`config.mk`:
```
export PLATFORM = sky130hd
export DESIGN_NAME = delta_msb_elias_delta_encoder_flat
export DESIGN_NICKNAME = d
export VERILOG_FILES = /design/src/rtl/dmed_pkg.sv /design/src/rtl/dmed_if.sv /design/src/rtl/delta_msb_elias_delta_encoder.sv /design/src/flat_wrapper.sv
export SDC_FILE = /design/constraint.sdc
export NUM_CORES = 1
export LEC_CHECK = 0
export BUFFER_PORTS_ARGS = -buffer_cell sky130_fd_sc_hd__clkbuf_2
export CORE_MARGIN = 1
export CORE_UTILIZATION = 60
export CTS_CLUSTER_SIZE = 8
export DETAILED_ROUTE_END_ITERATION = 6
export GPL_ROUTABILITY_DRIVEN = 0
export PLACE_DENSITY_LB_ADDON = 0.25
export SYNTH_ARGS = -nofsm -noshare
export SYNTH_HDL_FRONTEND = slang
export SYNTH_SLANG_ARGS = --single-unit
```
`constraint.sdc`:
```
create_clock -name clock -period 8.3 [get_ports clock]
set_input_delay 1.66 -clock clock [delete_from_list [all_inputs] [get_ports clock]]
set_output_delay 1.66 -clock clock [all_outputs]
set_load 0.01 [all_outputs]
```
`src/rtl/dmed_pkg.sv`:
```
// ----------------------------------------------------------------------------
// dmed_pkg: shared widths for the delta/MSB Elias delta encoder
// Field widths of the sample, code and configuration channels.
// ----------------------------------------------------------------------------
package dmed_pkg;

   localparam int SAMPLE_W = 64;   // raw double bit pattern
   localparam int CODE_W   = 26;   // right-aligned code word
   localparam int LEN_W    = 5;    // number of valid code bits

   typedef logic [SAMPLE_W-1:0] sample_type;
   typedef logic [CODE_W-1:0]   code_type;
   typedef logic [LEN_W-1:0]    len_type;

endpackage

```
`src/rtl/dmed_if.sv`:
```
// ----------------------------------------------------------------------------
// dmed_if: valid/ready channels of the delta/MSB Elias delta encoder
// Sample input, code output and mode register write channels.
// ----------------------------------------------------------------------------
interface dmed_req_if import dmed_pkg::*; ();
   logic       valid;
   logic       ready;
   sample_type sample_word;

   modport source (output valid, output sample_word, input ready);
   modport sink   (input valid, input sample_word, output ready);
endinterface

interface dmed_rsp_if import dmed_pkg::*; ();
   logic     valid;
   logic     ready;
   code_type code_bits;
   len_type  code_length;

   modport source (output valid, output code_bits, output code_length, input ready);
   modport sink   (input valid, input code_bits, input code_length, output ready);
endinterface

interface dmed_csr_if ();
   logic valid;
   logic ready;
   logic xor_mode;

   modport source (output valid, output xor_mode, input ready);
   modport sink   (input valid, input xor_mode, output ready);
endinterface

```
`src/rtl/delta_msb_elias_delta_encoder.sv`:
```
// ----------------------------------------------------------------------------
// delta_msb_elias_delta_encoder: top-bits gap coder with Elias delta codes
// Codes the top TOP_BITS of each 64-bit word as a gap from the previous word.
// ----------------------------------------------------------------------------
// Usage:
//   req_ch  : one 64-bit word per item; only the top TOP_BITS bits are used.
//   rsp_ch  : one code word per item, right-aligned in code_bits, MSB sent
//             first, with its bit count in code_length.
//   csr_ch  : writes xor_mode (1 = XOR gap, 0 = signed difference). Always
//             ready; write only while no item is in flight.
// Timing: two register stages (input register, result register); the gap
//   subtract, bit-length priority encode and code shift sit between them.
//   One item per cycle sustained while rsp_ch.ready stays high; a result
//   is valid once its item moves into the result register.
// Stalls: when rsp_ch.ready is low the result register holds; the input
//   register still takes one more item, then req_ch.ready drops.
// Reset: clears both stage valids, the first-item flag (set) and xor_mode;
//   the previous top bits read as zero.
// ----------------------------------------------------------------------------
module delta_msb_elias_delta_encoder
   import dmed_pkg::*;
#(
   parameter int TOP_BITS = 16
) (
   input  logic  clock,
   input  logic  reset,
   dmed_req_if.sink   req_ch,
   dmed_rsp_if.source rsp_ch,
   dmed_csr_if.sink   csr_ch
);

   localparam int NW  = TOP_BITS + 1;        // gap + 1
   localparam int LW  = $clog2(NW + 1);      // bit length of n
   localparam int LLW = $clog2(LW + 1);      // bit length of that length
   localparam int CW  = TOP_BITS + 32;       // untruncated code width
   localparam int KW  = $clog2(CW + 1);      // untruncated length width

   // configuration and stream state
   logic                xor_mode_ff, xor_mode_in;
   logic                first_ff, first_in;
   logic [TOP_BITS-1:0] prev_ff, prev_in;

   // input stage
   logic                s1_valid_ff, s1_valid_in;
   logic [TOP_BITS-1:0] s1_top_ff, s1_top_in;
   logic [TOP_BITS-1:0] s1_prev_ff, s1_prev_in;
   logic                s1_first_ff, s1_first_in;
   logic                s1_xor_ff, s1_xor_in;

   // result stage
   logic                rsp_valid_ff, rsp_valid_in;
   code_type            code_bits_ff, code_bits_in;
   len_type             code_length_ff, code_length_in;

   logic                req_take;
   logic                s1_move;
   logic                rsp_free;
   logic [TOP_BITS-1:0] top_word;

   // coder datapath
   logic                q_gt_p;
   logic [TOP_BITS-1:0] gap;
   logic                neg;
   logic [NW-1:0]       n_val;
   logic [NW-1:0]       n_low;
   logic [LW-1:0]       l_val;
   logic [LLW-1:0]      ll_val;
   logic [KW-1:0]       len_base;
   logic [KW-1:0]       len_full;
   logic [CW-1:0]       code_full;

   assign top_word  = req_ch.sample_word[SAMPLE_W-1 -: TOP_BITS];
   assign rsp_free  = !rsp_valid_ff || rsp_ch.ready;
   assign s1_move   = s1_valid_ff && rsp_free;
   assign req_ch.ready = !s1_valid_ff || rsp_free;
   assign req_take  = req_ch.valid && req_ch.ready;
   assign csr_ch.ready = 1'b1;

   always_comb begin
      xor_mode_in = csr_ch.valid ? csr_ch.xor_mode : xor_mode_ff;
      first_in    = req_take ? 1'b0 : first_ff;
      prev_in     = req_take ? top_word : prev_ff;

      s1_valid_in = req_take || (s1_valid_ff && !rsp_free);
      s1_top_in   = req_take ? top_word    : s1_top_ff;
      s1_prev_in  = req_take ? prev_ff     : s1_prev_ff;
      s1_first_in = req_take ? first_ff    : s1_first_ff;
      s1_xor_in   = req_take ? xor_mode_ff : s1_xor_ff;
   end

   // gap selection; every case reduces to n = gap + 1 plus an optional lead bit
   always_comb begin
      q_gt_p = s1_top_ff > s1_prev_ff;
      if (s1_first_ff) begin
         gap = s1_top_ff;
         neg = (s1_top_ff == '0);
      end else if (s1_xor_ff) begin
         gap = s1_top_ff ^ s1_prev_ff;
         neg = 1'b0;
      end else if (q_gt_p) begin
         gap = s1_top_ff - s1_prev_ff;
         neg = 1'b0;
      end else begin
         gap = s1_prev_ff - s1_top_ff;
         neg = 1'b1;
      end
      n_val = {1'b0, gap} + NW'(1);
   end

   // priority encodes for bit lengths
   always_comb begin
      l_val = '0;
      for (int i = 0; i < NW; i++) begin
         if (n_val[i]) l_val = LW'(i + 1);
      end
      ll_val = '0;
      for (int j = 0; j < LW; j++) begin
         if (l_val[j]) ll_val = LLW'(j + 1);
      end
   end

   // delta code: (ll-1) zeros, l in binary, low l-1 bits of n
   always_comb begin
      n_low     = n_val & ~(NW'(1) << (l_val - LW'(1)));
      len_base  = (KW'(ll_val) << 1) - KW'(2) + KW'(l_val);
      code_full = (CW'(l_val) << (l_val - LW'(1))) | CW'(n_low)
                | (CW'(neg) << len_base);
      len_full  = len_base + KW'(neg);
   end

   always_comb begin
      rsp_valid_in   = s1_move || (rsp_valid_ff && !rsp_ch.ready);
      code_bits_in   = s1_move ? code_full[CODE_W-1:0] : code_bits_ff;
      code_length_in = s1_move ? len_full[LEN_W-1:0]   : code_length_ff;
   end

   always_ff @(posedge clock) begin
      if (reset) begin
         xor_mode_ff  <= 1'b0;
         first_ff     <= 1'b1;
         prev_ff      <= '0;
         s1_valid_ff  <= 1'b0;
         rsp_valid_ff <= 1'b0;
      end else begin
         xor_mode_ff  <= xor_mode_in;
         first_ff     <= first_in;
         prev_ff      <= prev_in;
         s1_valid_ff  <= s1_valid_in;
         rsp_valid_ff <= rsp_valid_in;
      end
   end

   always_ff @(posedge clock) begin
      s1_top_ff      <= s1_top_in;
      s1_prev_ff     <= s1_prev_in;
      s1_first_ff    <= s1_first_in;
      s1_xor_ff      <= s1_xor_in;
      code_bits_ff   <= code_bits_in;
      code_length_ff <= code_length_in;
   end

   assign rsp_ch.valid       = rsp_valid_ff;
   assign rsp_ch.code_bits   = code_bits_ff;
   assign rsp_ch.code_length = code_length_ff;

endmodule

```
`src/flat_wrapper.sv`:
```
// flat-port wrapper written by rule: the top's interface ports become plain ports
module delta_msb_elias_delta_encoder_flat import dmed_pkg::*;
#(
   parameter int TOP_BITS = 16
)
  (clock, reset, req_ch_valid, req_ch_sample_word, req_ch_ready, rsp_ch_valid, rsp_ch_code_bits, rsp_ch_code_length, rsp_ch_ready, csr_ch_valid, csr_ch_xor_mode, csr_ch_ready);
  dmed_req_if req_ch_i ();
  dmed_rsp_if rsp_ch_i ();
  dmed_csr_if csr_ch_i ();
  input  logic clock;
  input  logic reset;
  input wire logic [$bits(req_ch_i.valid)-1:0] req_ch_valid;
  input wire logic [$bits(req_ch_i.sample_word)-1:0] req_ch_sample_word;
  output wire logic [$bits(req_ch_i.ready)-1:0] req_ch_ready;
  output wire logic [$bits(rsp_ch_i.valid)-1:0] rsp_ch_valid;
  output wire logic [$bits(rsp_ch_i.code_bits)-1:0] rsp_ch_code_bits;
  output wire logic [$bits(rsp_ch_i.code_length)-1:0] rsp_ch_code_length;
  input wire logic [$bits(rsp_ch_i.ready)-1:0] rsp_ch_ready;
  input wire logic [$bits(csr_ch_i.valid)-1:0] csr_ch_valid;
  input wire logic [$bits(csr_ch_i.xor_mode)-1:0] csr_ch_xor_mode;
  output wire logic [$bits(csr_ch_i.ready)-1:0] csr_ch_ready;
  assign req_ch_i.valid = req_ch_valid;
  assign req_ch_i.sample_word = req_ch_sample_word;
  assign req_ch_ready = req_ch_i.ready;
  assign rsp_ch_valid = rsp_ch_i.valid;
  assign rsp_ch_code_bits = rsp_ch_i.code_bits;
  assign rsp_ch_code_length = rsp_ch_i.code_length;
  assign rsp_ch_i.ready = rsp_ch_ready;
  assign csr_ch_i.valid = csr_ch_valid;
  assign csr_ch_i.xor_mode = csr_ch_xor_mode;
  assign csr_ch_ready = csr_ch_i.ready;
  delta_msb_elias_delta_encoder #(.TOP_BITS(TOP_BITS)) u_core (.clock(clock), .reset(reset), .req_ch(req_ch_i), .rsp_ch(rsp_ch_i), .csr_ch(csr_ch_i));
endmodule
```
; ---- Yosys cells after proc, flatten, opt, wreduce, memory -nomap -nowiden
; Index checks and enable logic that the tools add are counted.
[totals]
regBits = 85
input_bits = 70
[op_classes]
addsub = 7
magnitude_cmp = 1
n_shift = 3
muxes = 28
bitwise_logic = 5
n_reduce_logical = 13
[op_table]
columns = cell, n
row1 = $mux 16, 3
row2 = $mux 4, 8
row3 = $sub 16x16->16, 2
row4 = $or 26x17->26, 1
row5 = $or 26x26->26, 1
row6 = $shl 1x6->26, 1
row7 = $shl 5x5->26, 1
row8 = $mux 3, 6
row9 = $add 16x1->17 const B, 1
row10 = $and 17x17->17, 1
row11 = $not 17->17, 1
row12 = $shl 1x5->17 const A, 1
row13 = $gt 16x16->1, 1
row14 = $logic_not 16->1, 1
row15 = $xor 16x16->16, 1
row16 = $mux 5, 2
row17 = $mux 2, 4
row18 = $add 6x5->6, 1
row19 = $add 5x1->5, 1
row20 = $mux 1, 5
row21 = $sub 4x2->5 const B, 1
row22 = $sub 5x1->5 const B, 1
row23 = $logic_and 1x1->1, 4
row24 = $logic_not 1->1, 4
row25 = $logic_or 1x1->1, 4

; ---- Longest topological paths before layout
[logic_depth]
depth_word = 31
mapped_depth = 35
ltp_nobuf = 33

; ---- Worst setup path after synthesis
; OpenSTA, ideal clock, no wires.
[synth_path]
path_kind = register to register
from = register u_core.s1_top_ff[0]
to = register u_core.code_bits_ff[17] (netlist: u_core.rsp_ch.code_bits[17]), data pin
setup_time_ns = 0.269
t_arrival_ns = 6.666
required_time_ns = 8.031
setup_slack_ns = 1.365
stages_incl_launch_ff = 30
cell_sequence = edfxtp_1 > inv_1 > ha_1 > inv_1 > fa_1 > a211oi_2 > o211ai_1 > and2_1 > buf_4 > or4_1 > o221a_2 > or3_4 > a41oi_4 > nor4b_2 > xnor2_1 > nor3b_1 > o32ai_4 > and2_1 > buf_4 > inv_2 > ha_1 > o31ai_1 > ha_1 > fa_1 > clkbuf_1 > and2_1 > o21ai_0 > o21ai_0 > a31oi_4 > o211ai_1
[synth_via]
elab_chain_len = 31
[synth_lines]
columns = element, line_no
row1 = start: declaration, delta_msb_elias_delta_encoder.sv:45  ; logic [TOP_BITS-1:0] s1_top_ff, s1_top_in;
row2 = start signal: assignment, delta_msb_elias_delta_encoder.sv:154  ; s1_top_ff <= s1_top_in;
row3 = "$sub 16x16->16, or another cell as far along", delta_msb_elias_delta_encoder.sv:104  ; gap = s1_prev_ff - s1_top_ff;
row4 = $mux 16, delta_msb_elias_delta_encoder.sv:100  ; end else if (q_gt_p) begin
row5 = $mux 16, delta_msb_elias_delta_encoder.sv:97  ; end else if (s1_xor_ff) begin
row6 = $mux 16, delta_msb_elias_delta_encoder.sv:94  ; if (s1_first_ff) begin
row7 = $add 16x1->17, delta_msb_elias_delta_encoder.sv:107  ; n_val = {1'b0, gap} + NW'(1);
row8 = $mux 1, delta_msb_elias_delta_encoder.sv:114  ; if (n_val[i]) l_val = LW'(i + 1);
row9 = $mux 2 (2 in series), delta_msb_elias_delta_encoder.sv:114
row10 = $mux 3 (4 in series), delta_msb_elias_delta_encoder.sv:114
row11 = (+10 left out), n/a
row12 = $mux 1, delta_msb_elias_delta_encoder.sv:118  ; if (l_val[j]) ll_val = LLW'(j + 1);
row13 = $mux 2 (2 in series), delta_msb_elias_delta_encoder.sv:118
row14 = $mux 3 (2 in series), delta_msb_elias_delta_encoder.sv:118
row15 = $sub 4x2->5, delta_msb_elias_delta_encoder.sv:125  ; len_base = (KW'(ll_val) << 1) - KW'(2) + KW'(l_val);
row16 = $add 6x5->6, delta_msb_elias_delta_encoder.sv:125
row17 = $shl 1x6->26, delta_msb_elias_delta_encoder.sv:127  ; | (CW'(neg) << len_base);
row18 = $or 26x26->26 (*), delta_msb_elias_delta_encoder.sv:127
row19 = net u_core.code_full[17], delta_msb_elias_delta_encoder.sv:70  ; logic [CW-1:0] code_full;
row20 = end signal: assignment, delta_msb_elias_delta_encoder.sv:158  ; code_bits_ff <= code_bits_in;
row21 = end: declaration, delta_msb_elias_delta_encoder.sv:52  ; code_type code_bits_ff, code_bits_in;
; Mark *: on every way through the listed nets, which the timed path passes. The rest lies on a longest branch.
; A chain may end at the register's enable or synchronous reset.

; ---- Worst setup path in the final report
[layout_path]
from = register u_core.s1_top_ff[11]
to = register u_core.code_bits_ff[19] (netlist: u_core.rsp_ch.code_bits[19]), data pin
[layout_via]
elab_chain_len = 31
[layout_lines]
columns = element, line_no
row1 = $gt 16x16->1, delta_msb_elias_delta_encoder.sv:93  ; q_gt_p = s1_top_ff > s1_prev_ff;
row2 = $mux 16, delta_msb_elias_delta_encoder.sv:100
row3 = $mux 16, delta_msb_elias_delta_encoder.sv:97
row4 = $mux 16, delta_msb_elias_delta_encoder.sv:94
row5 = $add 16x1->17, delta_msb_elias_delta_encoder.sv:107
row6 = $mux 1, delta_msb_elias_delta_encoder.sv:114
row7 = $mux 2 (2 in series), delta_msb_elias_delta_encoder.sv:114
row8 = $mux 3 (4 in series), delta_msb_elias_delta_encoder.sv:114
row9 = (+10 left out), n/a
row10 = $mux 1, delta_msb_elias_delta_encoder.sv:118
row11 = $mux 2 (2 in series), delta_msb_elias_delta_encoder.sv:118
row12 = $mux 3 (2 in series), delta_msb_elias_delta_encoder.sv:118
row13 = $sub 4x2->5, delta_msb_elias_delta_encoder.sv:125
row14 = $add 6x5->6, delta_msb_elias_delta_encoder.sv:125
row15 = $shl 1x6->26, delta_msb_elias_delta_encoder.sv:127
row16 = $or 26x26->26 (*), delta_msb_elias_delta_encoder.sv:127
row17 = net u_core.code_full[19], delta_msb_elias_delta_encoder.sv:70
; Marked as above.

==> impl_metrics.toml <==
[sta]
post-route-period-util_pct = 94.4
clock_skew_ns = 0.00860
worst_pin_slew_ns = 0.990
hold_viol = 0
setup_tns_ns = 0
post-route-min-period_ns = 7.84
max_slew_margin_pct = 33.6
slew_viol_final = 0
fmaxAchievable_ghz = 0.128
setup_viol = 0
grt_setup_unrepaired = "false"

[floorplan]
chipHeight_um = 117
std_cell_rows = 41
die_w_um = 117
start_util_pct = 62.0
ios = 104
core_mm2 = 0.0127
die_area_mm2 = 0.0136

[global_route]
use_met3_pct = 7.78
first_global_vias = 6699
grt_pass1_wl_um = 33700
use_met2_pct = 47.5
antenna_found_initial = 0
busiest_layer = "met2"
grtUsageMet1_pct = 45.3
grt_overflow_total = 0
grt_max_degree = 51
grt.total_usage_pct = 32.1

[setup_path]
path_class = "flip-flop to flip-flop"
critPathTopFamily = "compound AO/OA/AOI/OAI gates"
timing.critical_path.buf_inv = 2
critPathCaptureType = "flip-flop"
worstPathMaxFanout = 11
worstSetupPathDepth = 24
reg2reg_depth = 24
startpoint = "u_core.s1_top_ff[11]$_DFFE_PP_"
startpoint_type = "flip-flop"
worstReg2RegStart = "u_core.s1_top_ff[11]$_DFFE_PP_"
cp_common_cell = "ha_1"
worstPathCellList = "ha_1 > nand4_2 > a211oi_2 > nand2_1 > a21oi_2 > mux2i_1 > xor2_1 > a41oi_4 > nor4b_2 > xnor2_1 > buf_4 > nor3b_1 > o32ai_4 > and2_1 > inv_2 > ha_1 > o31ai_1 > ha_1 > fa_1 > and2_1 > o21ai_0 > o21ai_0 > a31oi_4 > o211ai_1"
crit_required_ns = 8.38
worstPathArrival_ns = 7.92
slowest_delay_ns = 0.73
slowest_stage = "a21oi_2"

[hold_path]
hp-class = "flip-flop to flip-flop"
whs_path_depth = 0
hp-start = "u_core.prev_ff[7]$_SDFFE_PP0P_"

[synth]
async_flop_share_pct = 0
netlist_instances = 897
synth.mux.area_fraction_pct = 2.41
yosys_most_used_dff = "edfxtp_1"
yosys_warnings = 0
synth_edf_count = 65
ys_seq_area_share_pct = 29.8
yosys.area_share.simple_pct = 21.5
synth_area_per_cell_um2 = 8.80
synthXorXnorAreaFrac_pct = 3.12
syn_nets = 1018
syn_area_mm2 = 0.00789
synthAdderAreaFrac_pct = 8.37
ys_types = 105
ys_ff_latch = 85
synth_top_family_by_area = "compound AO/OA/AOI/OAI gates"
synth_compound_area_share_pct = 28.8

[routing]
ant_nets = 0
drt_pre_antenna_iters = 6
wl_per_cell_um = 18.9
wirelength_um = 21200
drc_errors = 0
first_iter_violations = 842
vias = 7594
vias_per_cell = 6.77

[cts]
cts_sinks = 85
clk_latency_ns = 0.35
cts_max_level = 3
path_clk_slew_ns = 0.06
cts_tree = "built"
cts_buffers = 9
cts_root_buf = "clkbuf_16"
clock_path_buffers = 2

[job]
maxCapViolations = 0

[layout]
most-common-layout-cells = "nand2_1 (90), edfxtp_1 (65), a21oi_1 (60), nor2_1 (58), clkbuf_2 (54)"
areaGrowthSynthToFinish_pct = 9.69
layout-drive-gt1-share_pct = 17.8
diodes = 0
final_nets = 1065
final_common_cell = "nand2_1"
fin_cells = 1121

[status]
outcome = "completed"

[pwr]
powerDensity_mw_per_mm2 = 204
power_leakage_uw = 0.00334
ir_drop_mv = 0.137

[place]
portBuffers = 54
dp_cells = 1105
dp_hpwl_um = 16100
worst reg2reg max path: stages (launching register included):
cell      delay [ns]
edfxtp_1        0.53
ha_1            0.54
nand4_2         0.20
a211oi_2        0.39
nand2_1         0.30
a21oi_2         0.74
mux2i_1         0.33
xor2_1          0.29
a41oi_4         0.26
nor4b_2         0.40
xnor2_1         0.16
buf_4           0.17
nor3b_1         0.08
o32ai_4         0.44
and2_1          0.23
inv_2           0.05
ha_1            0.19
o31ai_1         0.33
ha_1            0.33
fa_1            0.52
and2_1          0.25
o21ai_0         0.15
o21ai_0         0.17
a31oi_4         0.35
o211ai_1        0.18
metal layers:
metal / part of all wire [%] / routed length (µm) / vias up
met5: 0 / 0 / -
met1: 44 / 9400 / 3570
met3: 10 / 2210 / 58
li1: - / - / 3533
met4: 2.7 / 563 / 0
met2: 43 / 9040 / 433
final timing paths:
| kind | endpoint | slack, ns |
|---|---|---|
| min reg2reg | u_core.s1_prev_ff[7]$_DFFE_PP_ | 0.43 |
| min | u_core.s1_prev_ff[7]$_DFFE_PP_ | 0.43 |
| max reg2reg | u_core.rsp_ch.code_bits[19]$_DFFE_PP_ | 0.46 |
| max | u_core.rsp_ch.code_bits[19]$_DFFE_PP_ | 0.46 |
cell type report:
cell class	count	area [µm²]
clock buffers	12	256
clock inverters	4	32.5
fillers	1115	4070
inverters	55	206
multi-input cells	707	5080
flip-flops and latches	85	2350
well taps	172	215
repair buffers	86	510
power breakdown:
| group | internal, µW | switching, µW | leakage (µW) |
|---|---|---|---|
| logic | 312 | 537 | 0.00241 |
| clock network | 220 | 168 | 0.000135 |
| registers | 511 | 18.2 | 0.000792 |
| total | 1040 | 724 | 0.00334 |
sequential cells by signal, indices dropped and copies added (netlist names):
register,count
u_core.s1_valid_ff,1
u_core.s1_top_ff,16
u_core.rsp_ch.code_bits,26
u_core.s1_xor_ff,1
u_core.rsp_ch.code_length,5
u_core.s1_prev_ff,16
u_core.first_ff,1
u_core.xor_mode_ff,1
u_core.s1_first_ff,1
u_core.prev_ff,16
u_core.rsp_ch.valid,1
what timing repair did:
item | 4_1_cts | 5_1_grt
buffers inserted | 0 | 0
hold buffers | 0 | 0
endpoints found under the setup margin | 0 | 7
gates resized for setup | 0 | 2
synth_stat cells, drive strengths merged, types with 19 or more instances:
| library cell | number | area share, % |
|---|---|---|
| nand2 | 90 | 4.3 |
| o211ai | 19 | 1.8 |
| dfxtp | 20 | 5.1 |
| o21ai | 48 | 3.3 |
| buf | 29 | 2.3 |
| xnor2 | 19 | 2.7 |
| nor2 | 60 | 2.9 |
| nor3 | 30 | 2.3 |
| nand4 | 20 | 1.9 |
| inv | 54 | 2.6 |
| nor4 | 20 | 2.0 |
| edfxtp | 65 | 25 |
| a21oi | 66 | 4.5 |
| ha | 48 | 7.6 |
| nand3 | 28 | 1.8 |
| clkbuf | 21 | 1.0 |
cell families after synthesis:
family          count (synthesis)
simple gates                  316
buf+inv                       105
compound gates                298
fa+ha+maj                      51
other cells                     1
xor+xnor                       23
flops                          85
mux                            18
through the flow:
| step | utilization [%] | setup slack, ns | total power (µW) | cell area [µm²] | hold slack, ns |
|---|---|---|---|---|---|
| global route | 68.0 | 0.0291 | 1860 | 8660 | 0.436 |
| floorplan | - | 1.37 | 1150 | 7890 | 0.408 |
| global placement | 65.7 | 0.718 | 1340 | 8360 | 0.411 |
| detailed placement | 65.7 | 0.594 | 1350 | 8360 | 0.414 |
| finish | 68.0 | 0.462 | 1770 | 8660 | 0.427 |
| CTS | 68.0 | 0.568 | 1740 | 8650 | 0.430 |
Note: power is estimated with default switching activity, not from simulation.
